==> config.mk <==
export PLATFORM = sky130hd
export DESIGN_NAME = tlv8_stream_parser_flat
export DESIGN_NICKNAME = d
export VERILOG_FILES = /design/src/tlv8_pkg.sv /design/src/tlv8_stream_if.sv /design/src/tlv8_stream_parser.sv /design/src/tlv8_core.sv /design/src/tlv8_outq.sv /design/src/flat_wrapper.sv
export SDC_FILE = /design/constraint.sdc
export NUM_CORES = 1
export LEC_CHECK = 0
export BUFFER_PORTS_ARGS = -buffer_cell sky130_fd_sc_hd__buf_2
export CAP_MARGIN = 25
export CORE_ASPECT_RATIO = 0.7
export CORE_UTILIZATION = 56
export DETAILED_ROUTE_END_ITERATION = 7
export PLACE_DENSITY = 0.72
export SLEW_MARGIN = 15
export SYNTH_ARGS = -nofsm -noshare
export SYNTH_HDL_FRONTEND = slang
export SYNTH_HIERARCHICAL = 1
export SYNTH_SLANG_ARGS = --single-unit
export TNS_END_PERCENT = 1
==> constraint.sdc <==
create_clock -name clk_i -period 18.34 [get_ports clk_i]
set_input_delay 0.917 -clock clk_i [delete_from_list [all_inputs] [get_ports clk_i]]
set_output_delay 0.917 -clock clk_i [all_outputs]
set_load 0.05 [all_outputs]
==> src/tlv8_pkg.sv <==
// tlv8_pkg: types, codes and constants shared by the tlv8 stream parser
// no dependencies; imported by the core, the queue and the top level
`default_nettype none

package tlv8_pkg;

  // parser phase
  typedef enum logic [1:0] {
    PH_TYPE = 2'd0,
    PH_LEN  = 2'd1,
    PH_VAL  = 2'd2
  } phase_e;

  // result kind
  typedef enum logic [1:0] {
    KIND_VALUE     = 2'd0,
    KIND_EMPTY     = 2'd1,
    KIND_END_OK    = 2'd2,
    KIND_END_TRUNC = 2'd3
  } kind_e;

  localparam logic [7:0]  AccWrap    = 8'd254;
  localparam logic [15:0] CountMax   = 16'hFFFF;
  localparam int          QueueDepth = 4;

  typedef struct packed {
    logic [7:0] in_byte;
    logic       buffer_end;
  } in_t;

  typedef struct packed {
    kind_e       kind;
    logic [7:0]  item_type;
    logic [7:0]  value_byte;
    logic        new_item;
    logic        fragment_last;
    logic [15:0] item_index;
    logic        last_result;
  } res_t;

  // up to two results produced by one input transaction
  typedef struct packed {
    logic [1:0] n;
    res_t       r0;
    res_t       r1;
  } push_t;

endpackage

`default_nettype wire

==> src/tlv8_stream_if.sv <==
// tlv8_stream_if: valid/ready channel carrying one payload per transaction
// payload type is a parameter; used with tlv8_pkg structs
`default_nettype none

interface tlv8_stream_if #(
  parameter type payload_t = logic
) ();
  logic     valid;
  logic     ready;
  payload_t data;

  modport source (output valid, output data, input ready);
  modport sink   (input valid, input data, output ready);
endinterface

`default_nettype wire

==> src/tlv8_stream_parser.sv <==
// tlv8_stream_parser: top level of the tlv8 record stream parser
// depends on tlv8_pkg, tlv8_stream_if, tlv8_core and tlv8_outq
//
// usage
//   in_i  : one raw buffer byte per transaction (in_byte, buffer_end)
//   out_o : one result per transaction (kind, item_type, value_byte,
//           new_item, fragment_last, item_index, last_result)
//   a byte causes zero, one or two results; last_result marks the final one
//   type bytes and nonzero length bytes give nothing unless flagged as end
//   results enter the queue when their byte is taken; out_o shows its head
//   throughput: one byte per cycle while results are drained as fast; a
//   byte with two results leaves the queue one extra result to drain
//   the parser state is updated in the cycle a byte is taken; results go
//   into a result queue of QueueDepth entries, and in_i.ready is high while
//   the queue has room for two results, so a stalled receiver backs up the
//   input after at most QueueDepth-1 pending results
//   reset clears the parser to "expect type byte" with no item open and
//   empties the queue; the end result of a buffer also returns the parser
//   to that state so the next byte starts a new buffer
`default_nettype none

module tlv8_stream_parser import tlv8_pkg::*; (
  input  wire logic clk_i,
  input  wire logic rst_ni,
  tlv8_stream_if.sink   in_i,
  tlv8_stream_if.source out_o
);

  push_t push;
  logic  room;
  logic  in_acc;
  logic  out_acc;
  in_t   in_data;
  res_t  head;

  assign in_data    = in_i.data;
  assign in_i.ready = room;
  assign in_acc     = in_i.valid && room;

  // per-byte parser: state register plus next-state logic
  tlv8_core u_core (
    .clk_i  (clk_i),
    .rst_ni (rst_ni),
    .en_i   (in_acc),
    .in_i   (in_data),
    .push_o (push)
  );

  // result queue drives the output channel from registers
  tlv8_outq u_outq (
    .clk_i   (clk_i),
    .rst_ni  (rst_ni),
    .push_i  (push),
    .pop_i   (out_acc),
    .room_o  (room),
    .valid_o (out_o.valid),
    .head_o  (head)
  );

  assign out_o.data = head;
  assign out_acc    = out_o.valid && out_o.ready;

`ifndef SYNTH
  // nothing is pushed without an accepted byte
  a_push_only_on_accept: assert property (@(posedge clk_i) disable iff (!rst_ni)
    !in_acc |-> (push.n == 2'd0))
    else $error("result pushed without an input transaction");

  // a flagged final byte always yields at least the end result
  a_end_gives_result: assert property (@(posedge clk_i) disable iff (!rst_ni)
    (in_acc && in_data.buffer_end) |-> (push.n != 2'd0))
    else $error("final byte gave no end result");

  // a pair of results carries the last flag on the second only
  a_pair_last_flag: assert property (@(posedge clk_i) disable iff (!rst_ni)
    (push.n == 2'd2) |-> (push.r1.last_result && !push.r0.last_result))
    else $error("last_result misplaced in a result pair");

  // after a push, the output offers a result in the next cycle
  a_output_follows: assert property (@(posedge clk_i) disable iff (!rst_ni)
    (push.n != 2'd0) |=> out_o.valid)
    else $error("pushed result not offered");
`endif

endmodule

`default_nettype wire

==> src/tlv8_core.sv <==
// tlv8_core: parser state register and per-byte next-state and result logic
// depends on tlv8_pkg
`default_nettype none

module tlv8_core import tlv8_pkg::*; (
  input  wire logic clk_i,
  input  wire logic rst_ni,
  input  wire logic en_i,
  input  wire in_t  in_i,
  output push_t     push_o
);

  typedef struct packed {
    phase_e      phase;
    logic [7:0]  frag_type;
    logic [7:0]  bytes_left;
    logic [7:0]  prev_type;
    logic        have_item;
    logic [7:0]  acc_mod;
    logic        acc_ne;
    logic [15:0] item_count;
    logic        starting;
  } st_t;

  localparam st_t StReset = '{phase: PH_TYPE, default: '0};

  st_t st_q, st_d;

  function automatic st_t open_item(input st_t s, input logic [7:0] t);
    st_t o;
    o = s;
    if (s.have_item) begin
      if (s.item_count != CountMax) o.item_count = s.item_count + 16'd1;
    end else begin
      o.item_count = '0;
    end
    o.have_item = 1'b1;
    o.prev_type = t;
    o.acc_mod   = '0;
    o.acc_ne    = 1'b0;
    return o;
  endfunction

  always_comb begin
    st_t   s;
    res_t  r0, r1, endr;
    logic [1:0] n;
    logic  merge;
    s     = st_q;
    r0    = '0;
    r1    = '0;
    endr  = '0;
    n     = 2'd0;
    merge = st_q.have_item && (st_q.prev_type == st_q.frag_type) &&
            st_q.acc_ne && (st_q.acc_mod == 8'd0);

    case (st_q.phase)
      PH_LEN: begin
        if (in_i.in_byte == 8'd0) begin
          if (!merge) begin
            s = open_item(s, st_q.frag_type);
            r0.kind       = KIND_EMPTY;
            r0.item_type  = st_q.frag_type;
            r0.new_item   = 1'b1;
            r0.item_index = s.item_count;
            n             = 2'd1;
          end
          s.phase = PH_TYPE;
        end else begin
          if (!merge) s = open_item(s, st_q.frag_type);
          s.starting   = !merge;
          s.bytes_left = in_i.in_byte;
          s.phase      = PH_VAL;
        end
      end
      PH_VAL: begin
        r0.kind          = KIND_VALUE;
        r0.item_type     = st_q.frag_type;
        r0.value_byte    = in_i.in_byte;
        r0.new_item      = st_q.starting;
        r0.fragment_last = (st_q.bytes_left <= 8'd1);
        r0.item_index    = st_q.item_count;
        n                = 2'd1;
        s.starting       = 1'b0;
        s.acc_mod        = (st_q.acc_mod == AccWrap) ? 8'd0 : st_q.acc_mod + 8'd1;
        s.acc_ne         = 1'b1;
        s.bytes_left     = st_q.bytes_left - 8'd1;
        if (s.bytes_left == 8'd0) s.phase = PH_TYPE;
      end
      default: begin
        s.frag_type = in_i.in_byte;
        s.phase     = PH_LEN;
      end
    endcase

    if (in_i.buffer_end) begin
      endr.kind       = (s.phase == PH_TYPE) ? KIND_END_OK : KIND_END_TRUNC;
      endr.item_type  = s.have_item ? s.prev_type : 8'd0;
      endr.item_index = s.have_item ? s.item_count : 16'd0;
      if (n == 2'd0) r0 = endr;
      else           r1 = endr;
      n = n + 2'd1;
      s = StReset;
    end

    if (n == 2'd1) r0.last_result = 1'b1;
    if (n == 2'd2) r1.last_result = 1'b1;

    st_d      = en_i ? s : st_q;
    push_o.n  = en_i ? n : 2'd0;
    push_o.r0 = r0;
    push_o.r1 = r1;
  end

  always_ff @(posedge clk_i or negedge rst_ni) begin
    if (!rst_ni) begin
      st_q <= StReset;
    end else begin
      st_q <= st_d;
    end
  end

endmodule

`default_nettype wire

==> src/tlv8_outq.sv <==
// tlv8_outq: small result queue, takes up to two results a cycle, gives one
// depends on tlv8_pkg
`default_nettype none

module tlv8_outq import tlv8_pkg::*; (
  input  wire logic  clk_i,
  input  wire logic  rst_ni,
  input  wire push_t push_i,
  input  wire logic  pop_i,
  output logic       room_o,
  output logic       valid_o,
  output res_t       head_o
);

  // pointers wrap freely, so the depth is a power of two of at least two
  localparam int DEPTH = QueueDepth;
  localparam int PW    = $clog2(DEPTH);
  localparam int CW    = $clog2(DEPTH + 1);

  res_t            mem_q [DEPTH];
  logic [PW-1:0]   wr_q, rd_q;
  logic [CW-1:0]   cnt_q, cnt_d;

  // room for a worst-case push of two
  assign room_o  = (cnt_q <= CW'(DEPTH - 2));
  assign valid_o = (cnt_q != '0);
  assign head_o  = mem_q[rd_q];

  assign cnt_d = cnt_q + CW'(push_i.n) - CW'(pop_i);

  always_ff @(posedge clk_i) begin
    if (push_i.n != 2'd0) mem_q[wr_q] <= push_i.r0;
    if (push_i.n == 2'd2) mem_q[wr_q + PW'(1)] <= push_i.r1;
  end

  always_ff @(posedge clk_i or negedge rst_ni) begin
    if (!rst_ni) begin
      wr_q  <= '0;
      rd_q  <= '0;
      cnt_q <= '0;
    end else begin
      wr_q  <= wr_q + PW'(push_i.n);
      if (pop_i) rd_q <= rd_q + PW'(1);
      cnt_q <= cnt_d;
    end
  end

endmodule

`default_nettype wire
==> src/flat_wrapper.sv <==
// flat-port wrapper written by rule: the top's interface ports become plain ports
module tlv8_stream_parser_flat import tlv8_pkg::*;
  (clk_i, rst_ni, in_i_valid, in_i_data, in_i_ready, out_o_valid, out_o_data, out_o_ready);
  tlv8_stream_if in_i_i ();
  tlv8_stream_if out_o_i ();
  input  wire logic clk_i;
  input  wire logic rst_ni;
  input wire logic [$bits(in_i_i.valid)-1:0] in_i_valid;
  input wire logic [$bits(in_i_i.data)-1:0] in_i_data;
  output wire logic [$bits(in_i_i.ready)-1:0] in_i_ready;
  output wire logic [$bits(out_o_i.valid)-1:0] out_o_valid;
  output wire logic [$bits(out_o_i.data)-1:0] out_o_data;
  input wire logic [$bits(out_o_i.ready)-1:0] out_o_ready;
  assign in_i_i.valid = in_i_valid;
  assign in_i_i.data = in_i_data;
  assign in_i_ready = in_i_i.ready;
  assign out_o_valid = out_o_i.valid;
  assign out_o_data = out_o_i.data;
  assign out_o_i.ready = out_o_ready;
  tlv8_stream_parser u_core (.clk_i(clk_i), .rst_ni(rst_ni), .in_i(in_i_i), .out_o(out_o_i));
endmodule
==> metrics.yaml, run 1 <==
globalRouteTotalUtil: 0.234
place_hpwl_mm: 3.88
first_global_vias: 2027
crit_type: "flop to flop"
fin_cells: 384
core_area_sq_um: 4940
run_status: "complete, no violations"
maxCapViolCount: 0
r2r_start: "u_core/u_core/st_q[18]"
insertion_delay_ns: 0.31
power_density_nw_per_um2: 154
cp.required_ns: 18.56
cts_hold_buffers: 0
startpoint_type: "flop"
num_rows: 21
root_buffer: "clkbuf_8"
finalPower_mw: 0.480
design_area_sq_um: 3110
p_leak_nw: 1.30
die_h_um: 62.9
relSlewSlack: 0.492
reg2reg_setup_slack_ns: 14.73
synthToLayoutAreaGrowth_pct: 4.80
clock_skew_ns: 0.00952
rsz0062_at_grt: "false"
syn_avg_cell_area_sq_um: 9.70
vias_per_cell: 5.77
grt_first_pass_wirelength_mm: 9.98
antenna_cells: 0
reg2regPathDepth: 13
clk_pin_slew_ns: 0.09
ant_nets: 0
placed_cells: 373
die_area_sq_um: 5600
tightest_slew_ns: 0.758
dpl_cell_area_sq_um: 2990
finalCriticalPeriod_ns: 3.61
first_iter_violations: 150
grt_antenna_before_repair: 0
cts_sinks: 47
synth_area_sq_um: 2970
port_buffers: 7
num_vias: 2214
postCtsSetupBuffers: 0
fmax_ghz: 0.277
post-route-period-util: 0.197
fin_tns_setup_ns: 0
syn_inst: 306
peakVddDrop_mv: 0.0824
drc: 0
nNetsFinal: 332
fillers: 429
hold_ws_ns: 0.485
ys_warn_count: 6
grt_overflow: 0
fp.dieW_um: 89.0
initial_core_util: 0.601
r2r-end: "u_core/u_outq/cnt_q[1]"
cp-end-kind: "flop"
wl_per_cell_um: 15.2
cts_tree: "built"
hp-class: "flop to flop"
arrival_ns: 3.82
worstHoldPathCells: 1
finalHoldViolCount: 0
clk_path_buf_depth: 2
drtPass1Iterations: 4
cts_inserted_buffers: 5
setup_violations: 0
wl_mm: 5.85
path_max_fanout: 8
gp_congestion: 0.791
hp-start: "u_core/u_outq/rd_q[1]"
cts_resized: 0
htree_levels: 2
pin_count: 8
drive_above_1_share: 0.0952
grt_max_degree: 44
hold_end: "u_core/u_outq/rd_q[1]"
slew_violations: 0
worst max-delay path by stage:
stage	start	to	slack (ns)	cells after the start
floorplan	u_core/u_core/st_q[18]	u_core/u_outq/mem_q[2][0]	14.94	12
global placement	u_core/u_core/st_q[18]	u_core/u_outq/cnt_q[2]	14.81	13
detailed placement	u_core/u_core/st_q[18]	u_core/u_outq/cnt_q[1]	14.72	13
CTS	u_core/u_core/st_q[18]	u_core/u_outq/cnt_q[1]	14.72	13
global route	u_core/u_core/st_q[18]	u_core/u_outq/cnt_q[2]	14.44	13
finish	u_core/u_core/st_q[18]	u_core/u_outq/cnt_q[1]	14.73	13
power by group:
group          internal (mW)  total, mW  switching [mW]
combinational         0.0964      0.225           0.129
sequential             0.144      0.187          0.0426
clock                 0.0305     0.0681          0.0375
worst max-delay path, cell delays in order (launching register included):
cell and delay [ns]:
dfrtp_1 0.43, inv_1 0.10, ha_1 0.13, or4b_1 0.45, or4_4 0.58, nor3_2 0.18
o41a_2 0.15, inv_1 0.03, ha_1 0.33, and2_1 0.31, ha_1 0.19, inv_1 0.05
fa_1 0.53, inv_1 0.04
layout make-up:
type                       instances  area (sq um)  area share
sequential                        47          1200       0.384
clock buffer                       7          86.3      0.0277
tap                               69          86.3      0.0277
inverter                          18          67.6      0.0217
clock inverter                     1          5.00     0.00161
timing repair buffer              10          67.6      0.0217
multi-input combinational        232          1600       0.515
registers in the layout, summed over array words and instances (netlist names):
register             flops
u_core/u_core/st_q      36
u_core/u_outq/cnt_q      3
u_core/u_outq/mem_q      4
u_core/u_outq/wr_q       2
u_core/u_outq/rd_q       2
cells in the final DEF, fill, tap and decap left out, types with 2 or more instances in the layout:
cell / count
o41ai_1: 2
clkbuf_8: 6
xnor2_1: 7
edfxtp_1: 4
a21oi_1: 8
nand2b_1: 6
a221o_1: 2
or2_2: 2
inv_1: 16
o2bb2ai_1: 16
nor2_1: 16
ha_1: 12
and2_1: 13
nand3_1: 7
nor4b_1: 2
nor2b_1: 2
o21ai_0: 17
a22oi_1: 8
nor4_1: 4
and4bb_1: 2
and3_1: 4
dfrtp_1: 43
or4_1: 3
a22o_1: 2
nand2_1: 15
xor2_1: 9
conb_1: 25
a31oi_1: 11
clkinv_1: 2
mux2_2: 4
o31ai_1: 9
nand3b_1: 3
buf_2: 8
per-stage QoR:
stage / utilization / setup slack [ns]
floorplan: - / 14.94
detailed placement: 0.605 / 14.72
CTS: 0.623 / 14.72
global route: 0.630 / 14.44
finish: 0.630 / 14.73
global placement: 0.605 / 14.81
metal layers:
layer  wire [um]  share of wire  GRT usage
met1        2980           0.51      0.355
met2        2570           0.44      0.332
met3         217          0.037     0.0436
met4          78          0.013     0.0774
met5           0              0          0
Power figures use the tool's default switching activity.
==> run 2: changes to the inputs <==
--- a/config.mk
+++ b/config.mk
@@ -10,7 +10,7 @@
 export CORE_ASPECT_RATIO = 0.7
 export CORE_UTILIZATION = 56
 export DETAILED_ROUTE_END_ITERATION = 7
-export PLACE_DENSITY = 0.72
+export PLACE_DENSITY = 0.75
 export SLEW_MARGIN = 15
 export SYNTH_ARGS = -nofsm -noshare
 export SYNTH_HDL_FRONTEND = slang
==> constraint.sdc (replaced) <==
create_clock -name clk_i -period 2.95 [get_ports clk_i]
set_input_delay 0.1475 -clock clk_i [delete_from_list [all_inputs] [get_ports clk_i]]
set_output_delay 0.1475 -clock clk_i [all_outputs]
set_load 0.05 [all_outputs]
==> run 2 against run 1 <==
Against the previous run: the flow now finishes with violations (setup timing); non-clock buffer count is 19 higher; first-iteration DRC count shrank 8.7%; clock skew shrank 0.0026 ns; total power increased to 6.7 times the previous value; count of clock-buffer cells in the layout fell by 2; highest routed layer unchanged.
==> metrics.yaml, run 2 (synthesized netlist as in run 1, its figures left out) <==
run_status: "complete, but fails checks"
violations: "setup timing"
clk_pin_slew_ns: 0.09
path_max_fanout: 7
finalCriticalPeriod_ns: 3.18
globalRouteTotalUtil: 0.250
vias_per_cell: 5.71
cp-end-kind: "flop"
place_hpwl_mm: 4.21
crit_type: "flop to flop"
setup_violations: 10
fillers: 402
fin_cells: 403
ant_nets: 0
rsz0062_at_grt: "true"
htree_levels: 2
reg2reg_setup_slack_ns: -0.23
cts_sinks: 47
worst_slack_ns: -0.226
insertion_delay_ns: 0.30
reg2regPathDepth: 11
clkPwrFrac: 0.149
core_area_sq_um: 4940
synthToLayoutAreaGrowth_pct: 13.7
p_leak_nw: 1.44
cp.required_ns: 3.01
r2r-end: "u_core/u_outq/mem_q[2][0]"
intPower_mw: 1.86
pin_count: 8
relSlewSlack: 0.284
peakVddDrop_mv: 0.536
fmax_ghz: 0.315
finalHoldViolCount: 0
cp_slowest_cell: "or4_4"
power.share.switching: 0.423
wl_per_cell_um: 15.6
critPathMaxStageDelay_ns: 0.55
clk_path_buf_depth: 2
num_vias: 2301
nNetsFinal: 351
final_common_cell: "dfrtp_1"
worstHoldPathCells: 3
power_frac_comb: 0.491
drive_above_1_share: 0.198
largest-register: "u_core/u_core/st_q"
first_global_vias: 2223
reg.largest.list: "u_core/u_core/st_q x36, u_core/u_outq/mem_q x4, u_core/u_outq/cnt_q x3"
hp-start: "out_o_ready"
grt_first_pass_wirelength_mm: 10.5
r2r_start: "u_core/u_core/st_q[18]"
pwr-share-seq: 0.361
final_cell_mix: "dfrtp_1, conb_1, buf_4"
fp.dieW_um: 89.0
largest_reg_flops: 36
grt_max_degree: 44
power_density_nw_per_um2: 955
clock_skew_ns: 0.00690
wl_mm: 6.28
placed_cells: 393
arrival_ns: 3.23
drc: 0
cts_inserted_buffers: 5
tightest_slew_ns: 1.07
die_area_sq_um: 5600
drtPass1Iterations: 4
antenna_cells: 0
initial_core_util: 0.601
fin_tns_setup_ns: -1.42
port_buffers: 7
slew_violations: 0
maxCapViolCount: 0
p_sw_mw: 1.36
first_iter_violations: 137
die_h_um: 62.9
cts_tree: "built"
post-route-period-util: 1.08
root_buffer: "clkbuf_8"
hold_end: "u_core/u_outq/rd_q[0]"
grt_antenna_before_repair: 0
critical_path.cell_chain: "inv_2 > ha_4 > or4b_4 > or4_4 > nor3_4 > o41a_2 > inv_2 > ha_4 > and2_4 > and4bb_1 > mux2_4"
gp_congestion: 0.779
startpoint_type: "flop"
num_rows: 21
hp-class: "primary input to flop"
grt_overflow: 0
==> run 2: through the flow <==
step | setup WS [ns] | cell area [sq um] | utilization | total power [mW] | hold WS, ns
after global routing | -0.304 | 3370 | 0.683 | 3.48 | 0.214
final | -0.226 | 3370 | 0.683 | 3.22 | 0.211
after global placement | -0.290 | 3150 | 0.638 | 2.58 | 0.368
after floorplan | -0.359 | 3080 | - | 2.34 | -0.148
after CTS | -0.223 | 3330 | 0.675 | 3.19 | 0.0200
after detailed placement | -0.335 | 3150 | 0.638 | 2.65 | 0.359
==> run 2: worst max path at each step <==
| stage | startpoint | end | slack, ns | depth (start not counted) |
|---|---|---|---|---|
| final | u_core/u_core/st_q[18] | u_core/u_outq/mem_q[2][0] | -0.23 | 11 |
| after global placement | u_core/u_core/st_q[18] | u_core/u_outq/cnt_q[2] | -0.29 | 13 |
| after detailed placement | u_core/u_core/st_q[18] | u_core/u_outq/cnt_q[2] | -0.33 | 13 |
| after global routing | u_core/u_core/st_q[18] | u_core/u_outq/cnt_q[1] | -0.30 | 13 |
| after CTS | u_core/u_core/st_q[18] | u_core/u_outq/cnt_q[1] | -0.22 | 13 |
| after floorplan | u_core/u_core/st_q[18] | u_core/u_outq/cnt_q[2] | -0.36 | 14 |
==> run 2: routing by layer <==
| metal | share of wire | vias up | track usage |
|---|---|---|---|
| li1 | - | 1131 | - |
| met1 | 0.49 | 1129 | 0.354 |
| met2 | 0.47 | 33 | 0.383 |
| met3 | 0.027 | 8 | 0.0476 |
| met4 | 0.013 | 0 | 0.0913 |
| met5 | 0 | - | 0 |
==> run 2: what timing repair did <==
item	CTS	global route
gates resized for setup	18	3
hold buffers	0	1
pin swaps	10	2
endpoints found under the setup margin	11	11
endpoints found under the hold margin	0	10
setup buffers	0	0
==> run 2: layout make-up <==
type                    instances  area [sq um]  area share
clock buffers                   5          68.8      0.0204
well taps                      69          86.3      0.0256
inverters                      18          70.1      0.0208
multi-input cells             232          1690       0.502
flip-flops and latches         47          1200       0.354
clock inverters                 3          43.8      0.0130
repair buffers                 29           215      0.0638
==> run 2: power by group through the flow <==
stage,clock network (mW),logic [mW],registers (mW)
3_5_place_dp,0,1.49,1.16
3_3_place_gp,0,1.44,1.14
5_1_grt,0.518,1.76,1.20
6_report,0.479,1.58,1.16
4_1_cts,0.491,1.55,1.15
2_1_floorplan,0,1.26,1.07
==> run 2: worst max-delay path: cells and delay by family, from the launching register on <==
kind | cells | cell delay (ns)
buffers and inverters | 2 | 0.12
AND/OR/NAND/NOR | 5 | 1.60
AO/OA/AOI/OAI | 1 | 0.16
multiplexers | 1 | 0.32
flip-flops | 1 | 0.39
adder cells (fa/ha/maj) | 2 | 0.33
